$ cat config.mk
export PLATFORM = sky130hd
export DESIGN_NAME = biquad_iir_filter_flat
export DESIGN_NICKNAME = d
export VERILOG_FILES = /design/src/sv/bq_pkg.sv /design/src/sv/bq_if.sv /design/src/sv/biquad_iir_filter.sv /design/src/sv/bq_seq.sv /design/src/sv/bq_datapath.sv /design/src/flat_wrapper.sv
export SDC_FILE = /design/constraint.sdc
export NUM_CORES = 1
export LEC_CHECK = 0
export BUFFER_PORTS_ARGS = -buffer_cell sky130_fd_sc_hd__clkbuf_2
export CAP_MARGIN = 0
export CORE_MARGIN = 3
export CORE_UTILIZATION = 35
export DETAILED_ROUTE_END_ITERATION = 8
export PLACE_DENSITY_LB_ADDON = 0.3
export SYNTH_ARGS = -nofsm -noshare
export SYNTH_HDL_FRONTEND = slang
export SYNTH_HIERARCHICAL = 1
export SYNTH_SLANG_ARGS = --single-unit
$ cat constraint.sdc
create_clock -name clk -period 8.57 [get_ports clk]
set_input_delay 1.2855 -clock clk [delete_from_list [all_inputs] [get_ports clk]]
set_output_delay 1.2855 -clock clk [all_outputs]
set_load 0.02 [all_outputs]
$ cat src/sv/bq_pkg.sv
// Shared types, constants and the microprogram of the biquad filter.
package bq_pkg;

	localparam int COEF_W             = 16;
	localparam int NUM_COEFS          = 5;
	localparam int DELAY_W            = 32;
	localparam int CFG_IDX_W          = 3;
	localparam int CFG_DATA_W         = 16;
	localparam int SAMPLE_WIDTH_DEF   = 16;
	localparam int COEF_FRAC_BITS_DEF = 14;
	localparam int STEP_W             = 4;

	// Register indexes double as coefficient selects for the multiplier.
	typedef enum logic [CFG_IDX_W-1:0] {
		COEF_B0 = 3'd0,
		COEF_B1 = 3'd1,
		COEF_B2 = 3'd2,
		COEF_A1 = 3'd3,
		COEF_A2 = 3'd4
	} coef_sel_t;

	typedef enum logic {
		OPND_X = 1'b0,
		OPND_Y = 1'b1
	} opnd_t;

	typedef enum logic [2:0] {
		ACC_HOLD      = 3'd0,
		ACC_LD_D1_RND = 3'd1,
		ACC_ADD       = 3'd2,
		ACC_SUB       = 3'd3,
		ACC_LD_D2_ADD = 3'd4,
		ACC_LD_NEG    = 3'd5
	} acc_op_t;

	typedef enum logic [1:0] {
		COND_NONE = 2'd0,
		COND_IN   = 2'd1,
		COND_OUT  = 2'd2
	} cond_t;

	typedef logic [STEP_W-1:0] step_t;

	localparam step_t ST_WAIT    = 4'd0;
	localparam step_t ST_MUL_B0  = 4'd1;
	localparam step_t ST_MUL_B1  = 4'd2;
	localparam step_t ST_OUT_Y   = 4'd3;
	localparam step_t ST_MUL_A1  = 4'd4;
	localparam step_t ST_MUL_A2  = 4'd5;
	localparam step_t ST_WR_D1   = 4'd6;
	localparam step_t ST_ADD_B2  = 4'd7;
	localparam step_t ST_WR_D2   = 4'd8;

	typedef struct packed {
		cond_t     cond;
		logic      last;
		logic      load_x;
		logic      mul_en;
		coef_sel_t coef;
		opnd_t     opnd;
		acc_op_t   acc_op;
		logic      y_we;
		logic      d1_we;
		logic      d2_we;
		logic      push;
	} ctrl_t;

	typedef struct packed {
		logic in_valid;
		logic out_free;
	} stat_t;

	function automatic ctrl_t ucode(step_t s);
		ctrl_t c;
		c = ctrl_t'('0);
		case (s)
			ST_WAIT: begin
				c.cond   = COND_IN;
				c.load_x = 1'b1;
			end
			ST_MUL_B0: begin
				c.mul_en = 1'b1;
				c.coef   = COEF_B0;
				c.opnd   = OPND_X;
				c.acc_op = ACC_LD_D1_RND;
			end
			ST_MUL_B1: begin
				c.mul_en = 1'b1;
				c.coef   = COEF_B1;
				c.opnd   = OPND_X;
				c.acc_op = ACC_ADD;
			end
			ST_OUT_Y: begin
				c.y_we   = 1'b1;
				c.acc_op = ACC_LD_D2_ADD;
			end
			ST_MUL_A1: begin
				c.mul_en = 1'b1;
				c.coef   = COEF_A1;
				c.opnd   = OPND_Y;
			end
			ST_MUL_A2: begin
				c.mul_en = 1'b1;
				c.coef   = COEF_A2;
				c.opnd   = OPND_Y;
				c.acc_op = ACC_SUB;
			end
			ST_WR_D1: begin
				c.d1_we  = 1'b1;
				c.acc_op = ACC_LD_NEG;
				c.mul_en = 1'b1;
				c.coef   = COEF_B2;
				c.opnd   = OPND_X;
			end
			ST_ADD_B2: begin
				c.acc_op = ACC_ADD;
			end
			ST_WR_D2: begin
				c.d2_we = 1'b1;
				c.push  = 1'b1;
				c.cond  = COND_OUT;
				c.last  = 1'b1;
			end
			default: begin
				c.last = 1'b1;
			end
		endcase
		return c;
	endfunction

endpackage

$ cat src/sv/bq_if.sv
// Valid/ready sample channels for the filter input and output.
interface bq_in_if #(
	parameter int W = bq_pkg::SAMPLE_WIDTH_DEF
);
	logic                valid;
	logic                ready;
	logic signed [W-1:0] sample_in;

	modport source (output valid, output sample_in, input ready);
	modport sink   (input valid, input sample_in, output ready);
endinterface

interface bq_out_if #(
	parameter int W = bq_pkg::SAMPLE_WIDTH_DEF
);
	logic                valid;
	logic                ready;
	logic signed [W-1:0] sample_out;

	modport source (output valid, output sample_out, input ready);
	modport sink   (input valid, input sample_out, output ready);
endinterface

$ cat src/sv/biquad_iir_filter.sv
// Biquad IIR filter, transposed direct form II, one shared multiplier under microcode.
// A request taken in the wait step runs the nine-step program through the single
// multiplier and single accumulator; the last step pushes the result, raising
// output valid, and stalls on a full output register; new requests wait till it ends.
// A finished result waits in the output register while the next request is taken.
// Reset clears coefficients, both delay states, the step counter and output valid.
module biquad_iir_filter #(
	parameter int SAMPLE_WIDTH   = bq_pkg::SAMPLE_WIDTH_DEF,
	parameter int COEF_FRAC_BITS = bq_pkg::COEF_FRAC_BITS_DEF
) (
	input  logic                          clk,
	input  logic                          arst_n,
	input  logic                          cfg_we,
	input  logic [bq_pkg::CFG_IDX_W-1:0]  cfg_index,
	input  logic [bq_pkg::CFG_DATA_W-1:0] cfg_data,
	bq_in_if.sink                         in_ch,
	bq_out_if.source                      out_ch
);

	bq_pkg::ctrl_t ctrl;
	bq_pkg::stat_t stat;
	logic          adv;
	logic          out_free;

	assign stat.in_valid = in_ch.valid;
	assign stat.out_free = out_free;
	assign in_ch.ready   = (ctrl.cond == bq_pkg::COND_IN);

	bq_seq u_seq (
		.clk    (clk),
		.arst_n (arst_n),
		.stat   (stat),
		.ctrl   (ctrl),
		.adv    (adv)
	);

	bq_datapath #(
		.SAMPLE_WIDTH   (SAMPLE_WIDTH),
		.COEF_FRAC_BITS (COEF_FRAC_BITS)
	) u_dp (
		.clk        (clk),
		.arst_n     (arst_n),
		.ctrl       (ctrl),
		.adv        (adv),
		.cfg_we     (cfg_we),
		.cfg_index  (cfg_index),
		.cfg_data   (cfg_data),
		.sample_in  (in_ch.sample_in),
		.out_ready  (out_ch.ready),
		.out_valid  (out_ch.valid),
		.sample_out (out_ch.sample_out),
		.out_free   (out_free)
	);

endmodule

$ cat src/sv/bq_seq.sv
// Step counter and microprogram decode for the biquad filter.
module bq_seq (
	input  logic          clk,
	input  logic          arst_n,
	input  bq_pkg::stat_t stat,
	output bq_pkg::ctrl_t ctrl,
	output logic          adv
);

	bq_pkg::step_t step_q;

	assign ctrl = bq_pkg::ucode(step_q);

	always_comb begin
		unique case (ctrl.cond)
			bq_pkg::COND_IN:  adv = stat.in_valid;
			bq_pkg::COND_OUT: adv = stat.out_free;
			default:          adv = 1'b1;
		endcase
	end

	// hold on a wait step until its condition is met
	always_ff @(posedge clk or negedge arst_n) begin
		if (!arst_n) begin
			step_q <= bq_pkg::ST_WAIT;
		end else if (adv) begin
			step_q <= ctrl.last ? bq_pkg::ST_WAIT : step_q + bq_pkg::step_t'(1);
		end
	end

endmodule

$ cat src/sv/bq_datapath.sv
// Shared multiplier, accumulator, delay states, coefficients and output register.
module bq_datapath #(
	parameter int SAMPLE_WIDTH   = bq_pkg::SAMPLE_WIDTH_DEF,
	parameter int COEF_FRAC_BITS = bq_pkg::COEF_FRAC_BITS_DEF
) (
	input  logic                                 clk,
	input  logic                                 arst_n,
	input  bq_pkg::ctrl_t                        ctrl,
	input  logic                                 adv,
	input  logic                                 cfg_we,
	input  logic [bq_pkg::CFG_IDX_W-1:0]         cfg_index,
	input  logic [bq_pkg::CFG_DATA_W-1:0]        cfg_data,
	input  logic signed [SAMPLE_WIDTH-1:0]       sample_in,
	input  logic                                 out_ready,
	output logic                                 out_valid,
	output logic signed [SAMPLE_WIDTH-1:0]       sample_out,
	output logic                                 out_free
);

	localparam int PROD_W = bq_pkg::COEF_W + SAMPLE_WIDTH;
	localparam int ACC_W  = ((PROD_W > bq_pkg::DELAY_W) ? PROD_W : bq_pkg::DELAY_W) + 3;

	localparam logic signed [ACC_W-1:0] RND    = ACC_W'(1) << (COEF_FRAC_BITS - 1);
	localparam logic signed [ACC_W-1:0] SMAX_A = (ACC_W'(1) << (SAMPLE_WIDTH - 1)) - ACC_W'(1);
	localparam logic signed [ACC_W-1:0] SMIN_A = -SMAX_A - ACC_W'(1);
	localparam logic signed [bq_pkg::DELAY_W-1:0] DMAX = {1'b0, {(bq_pkg::DELAY_W-1){1'b1}}};
	localparam logic signed [bq_pkg::DELAY_W-1:0] DMIN = {1'b1, {(bq_pkg::DELAY_W-1){1'b0}}};
	localparam logic signed [ACC_W-1:0] DMAX_A = ACC_W'(DMAX);
	localparam logic signed [ACC_W-1:0] DMIN_A = ACC_W'(DMIN);
	localparam logic signed [SAMPLE_WIDTH-1:0] SMAX = SAMPLE_WIDTH'(SMAX_A);
	localparam logic signed [SAMPLE_WIDTH-1:0] SMIN = SAMPLE_WIDTH'(SMIN_A);

	logic signed [bq_pkg::COEF_W-1:0]  coef_q [bq_pkg::NUM_COEFS];
	logic signed [SAMPLE_WIDTH-1:0]    x_q;
	logic signed [SAMPLE_WIDTH-1:0]    y_q;
	logic signed [PROD_W-1:0]          p_q;
	logic signed [ACC_W-1:0]           acc_q;
	logic signed [bq_pkg::DELAY_W-1:0] d1_q;
	logic signed [bq_pkg::DELAY_W-1:0] d2_q;
	logic                              out_valid_q;
	logic signed [SAMPLE_WIDTH-1:0]    sample_out_q;

	logic signed [bq_pkg::COEF_W-1:0]  mul_a;
	logic signed [SAMPLE_WIDTH-1:0]    mul_b;
	logic signed [PROD_W-1:0]          prod;
	logic signed [ACC_W-1:0]           p_ext;
	logic signed [ACC_W-1:0]           acc_d;
	logic signed [ACC_W-1:0]           acc_sh;
	logic signed [SAMPLE_WIDTH-1:0]    y_d;
	logic signed [bq_pkg::DELAY_W-1:0] dsat;
	logic                              push;

	assign mul_a = coef_q[ctrl.coef];
	assign mul_b = (ctrl.opnd == bq_pkg::OPND_Y) ? y_q : x_q;
	assign prod  = mul_a * mul_b;
	assign p_ext = ACC_W'(p_q);

	always_comb begin
		case (ctrl.acc_op)
			bq_pkg::ACC_LD_D1_RND: acc_d = ACC_W'(d1_q) + RND;
			bq_pkg::ACC_ADD:       acc_d = acc_q + p_ext;
			bq_pkg::ACC_SUB:       acc_d = acc_q - p_ext;
			bq_pkg::ACC_LD_D2_ADD: acc_d = ACC_W'(d2_q) + p_ext;
			bq_pkg::ACC_LD_NEG:    acc_d = -p_ext;
			default:               acc_d = acc_q;
		endcase
	end

	// floor shift of the rounded sum, then clamp to the sample range
	assign acc_sh = acc_q >>> COEF_FRAC_BITS;

	always_comb begin
		if (acc_sh > SMAX_A) begin
			y_d = SMAX;
		end else if (acc_sh < SMIN_A) begin
			y_d = SMIN;
		end else begin
			y_d = acc_sh[SAMPLE_WIDTH-1:0];
		end
	end

	always_comb begin
		if (acc_q > DMAX_A) begin
			dsat = DMAX;
		end else if (acc_q < DMIN_A) begin
			dsat = DMIN;
		end else begin
			dsat = acc_q[bq_pkg::DELAY_W-1:0];
		end
	end

	assign out_free = !out_valid_q || out_ready;
	assign push     = ctrl.push && adv;

	always_ff @(posedge clk) begin
		if (ctrl.load_x && adv) begin
			x_q <= sample_in;
		end
		if (ctrl.mul_en) begin
			p_q <= prod;
		end
		acc_q <= acc_d;
		if (ctrl.y_we) begin
			y_q <= y_d;
		end
		if (push) begin
			sample_out_q <= y_q;
		end
	end

	always_ff @(posedge clk or negedge arst_n) begin
		if (!arst_n) begin
			d1_q <= '0;
			d2_q <= '0;
			for (int i = 0; i < bq_pkg::NUM_COEFS; i++) begin
				coef_q[i] <= '0;
			end
		end else begin
			if (ctrl.d1_we) begin
				d1_q <= dsat;
			end
			if (ctrl.d2_we && adv) begin
				d2_q <= dsat;
			end
			// drop writes to indexes past the last coefficient
			if (cfg_we && (cfg_index < bq_pkg::CFG_IDX_W'(bq_pkg::NUM_COEFS))) begin
				coef_q[cfg_index] <= cfg_data;
			end
		end
	end

	always_ff @(posedge clk or negedge arst_n) begin
		if (!arst_n) begin
			out_valid_q <= 1'b0;
		end else if (push) begin
			out_valid_q <= 1'b1;
		end else if (out_ready) begin
			out_valid_q <= 1'b0;
		end
	end

	assign out_valid  = out_valid_q;
	assign sample_out = sample_out_q;

endmodule

$ cat src/flat_wrapper.sv
// flat-port wrapper written by rule: the top's interface ports become plain ports
module biquad_iir_filter_flat 
#(
	parameter int SAMPLE_WIDTH   = bq_pkg::SAMPLE_WIDTH_DEF,
	parameter int COEF_FRAC_BITS = bq_pkg::COEF_FRAC_BITS_DEF
)
  (clk, arst_n, cfg_we, cfg_index, cfg_data, in_ch_valid, in_ch_sample_in, in_ch_ready, out_ch_valid, out_ch_sample_out, out_ch_ready);
  bq_in_if in_ch_i ();
  bq_out_if out_ch_i ();
  input  logic clk;
  input  logic arst_n;
  input  logic cfg_we;
  input  logic [bq_pkg::CFG_IDX_W-1:0] cfg_index;
  input  logic [bq_pkg::CFG_DATA_W-1:0] cfg_data;
  input wire logic [$bits(in_ch_i.valid)-1:0] in_ch_valid;
  input wire logic [$bits(in_ch_i.sample_in)-1:0] in_ch_sample_in;
  output wire logic [$bits(in_ch_i.ready)-1:0] in_ch_ready;
  output wire logic [$bits(out_ch_i.valid)-1:0] out_ch_valid;
  output wire logic [$bits(out_ch_i.sample_out)-1:0] out_ch_sample_out;
  input wire logic [$bits(out_ch_i.ready)-1:0] out_ch_ready;
  assign in_ch_i.valid = in_ch_valid;
  assign in_ch_i.sample_in = in_ch_sample_in;
  assign in_ch_ready = in_ch_i.ready;
  assign out_ch_valid = out_ch_i.valid;
  assign out_ch_sample_out = out_ch_i.sample_out;
  assign out_ch_i.ready = out_ch_ready;
  biquad_iir_filter #(.SAMPLE_WIDTH(SAMPLE_WIDTH), .COEF_FRAC_BITS(COEF_FRAC_BITS)) u_core (.clk(clk), .arst_n(arst_n), .cfg_we(cfg_we), .cfg_index(cfg_index), .cfg_data(cfg_data), .in_ch(in_ch_i), .out_ch(out_ch_i));
endmodule
## Word-level counts from Yosys, hierarchy flattened

Index checks and enable logic that the tools add are counted.

- Eq/ne operators: 15
- $mul: 1
- Magnitude comparators: 8
- Add/subtract/negate cells: 6
- Reductions and logical operators: 12
- Bitwise operators: 2
- Muxes and demuxes: 22

Operators by type and width:

| cell | number |
|---|---|
| $pmux W35 S5 | 1 |
| $bwmux W80 | 1 |
| $mux W16 | 5 |
| $mux W32 | 2 |
| $bmux W16 S3 | 1 |
| $demux W16 S3 | 1 |
| $add A35 B32 Y35 | 1 |
| $gt A35 B32 Y1 const B | 1 |
| $lt A35 B32 Y1 const B | 1 |
| $neg A32 Y35 | 1 |
| $sub A35 B32 Y35 | 1 |
| $add A32 B15 Y33 const B | 1 |
| $add A32 B32 Y33 | 1 |
| $mul A16 B16 Y32 | 1 |
| $pmux W5 S5 | 1 |
| $gt A21 B16 Y1 const B | 1 |
| $lt A21 B16 Y1 const B | 1 |
| $eq A4 B3 Y1 const B | 4 |
| $pmux W3 S5 | 1 |
| $eq A4 B2 Y1 const B | 2 |
| $ge A4 B4 Y1 const B | 2 |
| $not A3 Y4 | 2 |
| $reduce_or A8 Y1 | 1 |
| $eq A3 B2 Y1 const B | 2 |
| 21 further kinds | 30 |

- Input bits: 40
- Output and inout bits: 18
- Register bits: 264
- Logic and storage cells: 80

## Logic depth before layout (Yosys ltp)

Gate-level depths: netlist of run 1.

- Word-level depth: 7
- Depth in mapped cells: 33
- Depth with buffers taken out: 30

## Modules after synthesis

The synthesis of run 1 kept the hierarchy.

Modules (own cells, without submodules):

| module | seq. area each (um^2) | instances | cells an instance | area an instance (um^2) |
|---|---|---|---|---|
| bq_datapath | 7,081.8 | 1 | 2,634 | 25,309.3 |
| bq_seq | 100.1 | 1 | 54 | 449.2 |
| biquad_iir_filter | 0.0 | 1 | 1 | 13.8 |

## Least setup slack after synthesis of run 1

OpenSTA, ideal clock, no wires.

- Path kind: reg-to-reg
- Start: register u_core.u_seq.step_q[0]
- End: register u_core.u_dp.p_q[31] (data pin)
- Stages on the path, launching flop included: 31
- Data arrival time: 7,856 ps
- Data required time: 8,310 ps
- Buffers on the path: 3
- Period minus slack after synthesis: 8,116 ps
- Path slack: 454 ps
- Path through: dfrtp_1 -> inv_1 -> ha_1 -> o21a_1 -> buf_1 -> clkbuf_1 -> mux2i_1 -> nor2_1 -> a21oi_1 -> o21a_1 -> clkbuf_1 -> nor2_1 -> fa_1 -> inv_1 -> fa_1 -> fa_1 -> fa_1 -> inv_1 -> fa_1 -> inv_1 -> fa_1 -> inv_1 -> ha_1 -> a21o_1 -> a21o_1 -> a221o_1 -> a311o_1 -> a2111oi_4 -> o31ai_1 -> a21oi_2 -> xnor2_1

RTL lines:

| element | RTL line | source |
|---|---|---|
| from (decl) | bq_seq.sv:10 | `bq_pkg::step_t step_q;` |
| from (signal assigned) | bq_seq.sv:25 | `step_q <= bq_pkg::ST_WAIT;` |
| from (signal assigned) | bq_seq.sv:27 | `step_q <= ctrl.last ? bq_pkg::ST_WAIT : step_q + bq_pkg::step_t'(1);` |
| to (signal assigned) | bq_datapath.sv:100 | `p_q <= prod;` |
| to (decl) | bq_datapath.sv:36 | `logic signed [PROD_W-1:0] p_q;` |

==> flow_metrics.py, run 1 <==
metrics = {
    "die": {
        "die_height_microns": 277,
        "rows": 98,
        "coreArea_sq_um": 72200,
        "die_area_sq_um": 76900,
        "start_util": 0.357,
        "ioPinCount": 58,
        "die_w_microns": 277,
    },
    "sta": {
        "final.min_clock_period_ns": 8.16,
        "finalHoldViolations": 0,
        "slew_violations": 0,
        "maxSlewHeadroom": 0.242,
        "fin_hold_ws_ns": 0.466,
        "tns_ns": 0,
        "finalClockSkew_ns": 0.0203,
        "setup_violations": 0,
        "max_freq_mhz": 122,
        "tightestPinTransition_ns": 1.13,
        "layout_setup_ws_ns": 0.407,
        "fin_crit_sh": 0.953,
    },
    "global_routing": {
        "grt-ovfl-total": 0,
        "antenna_found_initial": 1,
        "grt_usage": 0.188,
        "grt_pass1_wl_microns": 114000,
        "grt_max_degree": 78,
        "first_global_vias": 19600,
    },
    "clock_tree": {
        "ctsResizeCount": 0,
        "clk_latency_ns": 0.55,
        "cts_setup_buffers": 0,
        "cts.sinks": 264,
        "cts_buffers": 35,
        "cts_tree": "yes",
        "cts_buffer_depth": 3,
        "postCtsHoldBufs": 0,
        "ctsHtreeMaxLevel": 2,
        "cts_root_buf": "clkbuf_16",
        "clkTransAtPathRegs_ns": 0.06,
    },
    "final_layout": {
        "seqCellArea_sq_um": 7180,
        "multi_input_area_sq_um": 16800,
        "fin_util": 0.397,
        "syn2layout_area_growth_pct": 11.3,
        "final_nets": 3214,
        "layout-drive-gt1-share": 0.120,
        "antennaDiodeCount": 0,
        "n_fill_cell": 7176,
    },
    "worst_setup_path": {
        "rr_worst_depth": 27,
        "cp_data_arrival_time_ns": 8.44,
        "startpoint": "u_core/u_seq/step_q[0]$_DFFE_PN0P_",
        "r2r_start": "u_core/u_seq/step_q[0]$_DFFE_PN0P_",
        "cp-end-kind": "flop",
        "path_max_fanout": 30,
        "critPathLaunchType": "flop",
        "critical_path_required_ns": 8.85,
        "r2r_end": "u_core/u_dp/p_q[31]$_DFFE_PP_",
        "ff2ff_setup_slack_ns": 0.41,
        "crit_type": "reg -> reg",
    },
    "synthesis": {
        "syn_nets": 3149,
        "avgSynthCellArea_sq_um": 9.59,
        "synth_area_sq_um": 25800,
        "synthCells": 2688,
        "yosys_warnings": 6,
    },
    "min_path": {
        "hold_end": "u_core/u_dp/sample_out[14]$_DFFE_PP_",
        "worstHoldStart": "u_core/u_dp/y_q[14]$_SDFFCE_PN1P_",
        "whs_path_depth": 0,
        "hp-class": "reg -> reg",
    },
    "drt": {
        "drt_iter0_drc": 1317,
        "avgViaCountPerCell": 5.11,
        "ant_nets": 0,
        "avgRoutedWirePerCell_microns": 19.2,
        "vias": 19100,
        "drt-total-wl_microns": 71600,
        "drt_pass1_iterations": 5,
        "drc": 0,
    },
    "outcome": {
        "run_status": "completed",
    },
    "flow_run": {
        "maxCapViolations": 0,
    },
    "placed_design": {
        "port_buffers": 57,
        "routabilityCongestion": 0.942,
        "place_ws_ns": 0.183,
        "hpwl_microns": 55800,
    },
}
[stage by stage]
step	instances	cell area [sq um]
floorplan	2688	25800
global placement	3666	27500
detailed placement	3666	27500
CTS	3728	28600
global route	3728	28700
finish	3728	28700
[cells in the final DEF (no fill, tap or decap), types with 7 or more instances in the layout]
cell type    n
inv_1      395
fa_1       264
nor2_1     246
nand2_1    235
ha_1       155
dfrtp_1    149
o21ai_0    130
a21oi_1    119
edfxtp_1   115
mux2_2     105
xnor2_1     94
mux2i_1     70
buf_4       62
clkbuf_2    56
a21o_1      56
xor2_1      56
clkbuf_16   37
nand3_1     32
nor3_1      29
nand2b_1    29
o21a_1      25
a211oi_1    21
o21bai_1    19
or2_2       18
o21ai_1     17
and3_1      15
nand4_1     14
o22ai_1     14
and2_1      12
o31ai_1     11
o211ai_1    10
a31oi_1     10
nor2b_1     10
a22oi_1      7
nor4_1       7
or3_1        7
a221oi_1     7
[area by class of cell]
type                    count  area share
clock buffers              45      0.0344
clock inverters            17     0.00685
inverters                 397      0.0520
multi-input cells        1933       0.587
flip-flops and latches    264       0.251
well taps                 950      0.0415
repair buffers            122      0.0282
[sequential cells by signal, summed over array words and instances, names as in the netlist]
name	count
u_core/u_dp/sample_out	16
u_core/u_dp/d1_q	32
u_core/u_dp/out_valid	1
u_core/u_dp/p_q	32
u_core/u_dp/d2_q	32
u_core/u_dp/y_q	16
u_core/u_seq/step_q	4
u_core/u_dp/acc_q	35
u_core/u_dp/coef_q	80
u_core/u_dp/x_q	16
[metal layers]
metal	share of wire	GRT usage	vias up	wire length, microns
met3	0.065	0.0355	95	4680
met2	0.45	0.298	519	32300
met5	0	0	-	0
li1	-	-	9104	-
met4	0.025	0.0502	0	1820
met1	0.46	0.264	9349	32700
[critical path: stages, from the launching register on]
cell       delay, ns
dfrtp_1         0.43
inv_1           0.13
ha_2            0.26
o21a_1          0.18
buf_12          0.22
mux2_2          0.36
a21oi_1         0.25
o21a_1          0.39
nor2_1          0.12
fa_1            0.51
inv_1           0.05
fa_1            0.49
fa_1            0.51
inv_1           0.05
fa_1            0.46
fa_1            0.55
inv_1           0.06
fa_1            0.52
inv_1           0.04
ha_1            0.35
a21o_1          0.20
a21o_1          0.17
a221o_1         0.36
a311o_1         0.49
a2111oi_4       0.36
o31ai_1         0.14
a21oi_2         0.15
xnor2_1         0.07
[worst max path at each step]
| stage | depth (start not counted) | endpoint |
|---|---|---|
| CTS | 28 | u_core/u_dp/p_q[30]$_DFFE_PP_ |
| floorplan | 30 | u_core/u_dp/p_q[31]$_DFFE_PP_ |
| finish | 27 | u_core/u_dp/p_q[31]$_DFFE_PP_ |
| global placement | 28 | u_core/u_dp/p_q[30]$_DFFE_PP_ |
| global route | 31 | u_core/u_dp/p_q[31]$_DFFE_PP_ |
| detailed placement | 28 | u_core/u_dp/p_q[30]$_DFFE_PP_ |
Power of run 1 is not shown: default switching activity piles up to over one toggle a cycle in this logic, so the estimate is an artifact.
==> run 2, diff against run 1 <==
--- a/config.mk
+++ b/config.mk
@@ -11,6 +11,7 @@
 export CORE_UTILIZATION = 35
 export DETAILED_ROUTE_END_ITERATION = 8
 export PLACE_DENSITY_LB_ADDON = 0.3
+export RECOVER_POWER = 25
 export SYNTH_ARGS = -nofsm -noshare
 export SYNTH_HDL_FRONTEND = slang
 export SYNTH_HIERARCHICAL = 1
==> flow_metrics.py, run 2 (same netlist as run 1, synthesis figures left out) <==
metrics = {
    "sta": {
        "tightestPinTransition_ns": 4.18,
        "slew_violations": 74,
        "final.min_clock_period_ns": 8.16,
        "finalHoldViolations": 0,
        "maxSlewHeadroom": -1.78,
        "setup_violations": 0,
        "fin_crit_sh": 0.952,
        "max_freq_mhz": 123,
        "finalClockSkew_ns": 0.0216,
        "layout_setup_ws_ns": 0.408,
    },
    "clock_tree": {
        "cts_tree": "yes",
        "cts_buffers": 35,
        "cts_buffer_depth": 3,
        "cts.sinks": 264,
        "postCtsHoldBufs": 0,
        "cts_root_buf": "clkbuf_16",
        "clk_latency_ns": 0.55,
        "ctsHtreeMaxLevel": 2,
        "clkTransAtPathRegs_ns": 0.06,
    },
    "placed_design": {
        "hpwl_microns": 55800,
        "routabilityCongestion": 0.942,
        "place_ws_ns": 0.183,
        "port_buffers": 57,
    },
    "die": {
        "rows": 98,
        "die_height_microns": 277,
        "coreArea_sq_um": 72200,
        "ioPinCount": 58,
        "die_area_sq_um": 76900,
        "start_util": 0.357,
        "die_w_microns": 277,
    },
    "worst_setup_path": {
        "cp-end-kind": "flop",
        "startpoint": "u_core/u_seq/step_q[0]$_DFFE_PN0P_",
        "path_max_fanout": 30,
        "cp_data_arrival_time_ns": 8.44,
        "worst_path_most_repeated_cell": "fa_1",
        "r2r_start": "u_core/u_seq/step_q[0]$_DFFE_PN0P_",
        "rr_worst_depth": 27,
        "critPathMaxStageDelay_ns": 0.55,
        "critPathLaunchType": "flop",
        "slowest_stage": "fa_1",
        "cp_top_family": "adder cells",
        "ff2ff_setup_slack_ns": 0.41,
        "r2r_end": "u_core/u_dp/p_q[31]$_DFFE_PP_",
        "crit_type": "reg -> reg",
        "critical_path_required_ns": 8.85,
        "crit_buf_inv": 6,
    },
    "drt": {
        "drt-total-wl_microns": 71600,
        "drt_iter0_drc": 1395,
        "vias": 19100,
        "avgViaCountPerCell": 5.12,
        "avgRoutedWirePerCell_microns": 19.2,
        "drc": 0,
        "drt_pass1_iterations": 5,
        "ant_nets": 0,
    },
    "outcome": {
        "violations": "max-capacitance violations, max-slew violations",
        "run_status": "finished with violations",
    },
    "final_layout": {
        "reg_top3": "u_core/u_dp/coef_q x80, u_core/u_dp/acc_q x35",
        "regMostFlops": "u_core/u_dp/coef_q",
        "n_fill_cell": 7186,
        "final_nets": 3214,
        "syn2layout_area_growth_pct": 11.2,
        "antennaDiodeCount": 0,
        "largest_reg_flops": 80,
        "layout-drive-gt1-share": 0.116,
        "layout_commonest_cell": "inv_1",
        "layout_common_cells": "395 x inv_1, 264 x fa_1, 246 x nor2_1",
    },
    "min_path": {
        "hp-class": "reg -> reg",
        "whs_path_depth": 0,
        "hold_end": "u_core/u_dp/sample_out[14]$_DFFE_PP_",
        "worstHoldStart": "u_core/u_dp/y_q[14]$_SDFFCE_PN1P_",
    },
    "global_routing": {
        "grt_usage": 0.188,
        "grt-ovfl-total": 0,
        "grt_max_degree": 78,
        "antenna_found_initial": 1,
        "first_global_vias": 19600,
        "grt_pass1_wl_microns": 114000,
    },
    "flow_run": {
        "maxCapViolations": 1,
    },
}
## run 2: changes by cell type in the layout (fill, tap and decap cells not counted)
cell      previous run  this run
buf_4               62        60
nor3_2               3         2
nor3_1              29        30
clkbuf_1             5        13
buf_6                2         1
clkbuf_2            56        51
## run 2: area by class of cell
type,instances,area (sq um),share of cell area
well taps,950,1190,0.0415
clock buffers,45,986,0.0344
inverters,397,1490,0.0520
repair buffers,122,787,0.0275
multi-input cells,1933,16800,0.587
clock inverters,17,196,0.00686
flip-flops and latches,264,7180,0.251
## run 2: worst max path at each step
stage	slack, ns	to	cells after the start
after floorplan	0.45	u_core/u_dp/p_q[31]$_DFFE_PP_	30
after global placement	0.19	u_core/u_dp/p_q[30]$_DFFE_PP_	28
after detailed placement	0.18	u_core/u_dp/p_q[30]$_DFFE_PP_	28
after CTS	0.15	u_core/u_dp/p_q[30]$_DFFE_PP_	28
after global routing	-0.02	u_core/u_dp/p_q[31]$_DFFE_PP_	31
final	0.41	u_core/u_dp/p_q[31]$_DFFE_PP_	27
## run 2: timing repair
action,in CTS,in global routing
endpoints found under the hold margin,0,0
gates resized for setup,0,10
endpoints found under the setup margin,0,5
buffers inserted,0,0
## run 2: per-layer routing
metal,vias up,wire length [microns],track usage
met4,0,1820,0.0502
met1,9373,32800,0.264
li1,9096,-,-
met5,-,0,0
met2,514,32400,0.298
met3,96,4650,0.0355
## run 2: stage by stage
step                      hold WS [ns]  setup TNS (ns)  utilization  instance area, sq um  std cells
after global placement           0.469               0        0.380                 27500       3666
after global routing             0.484         -0.0208        0.397                 28600       3728
after detailed placement         0.441               0        0.380                 27500       3666
after CTS                        0.473               0        0.397                 28600       3728
final                            0.466               0        0.397                 28600       3728
after floorplan                  0.420               0            -                 25800       2688
Power of run 2 is left out for the same reason.
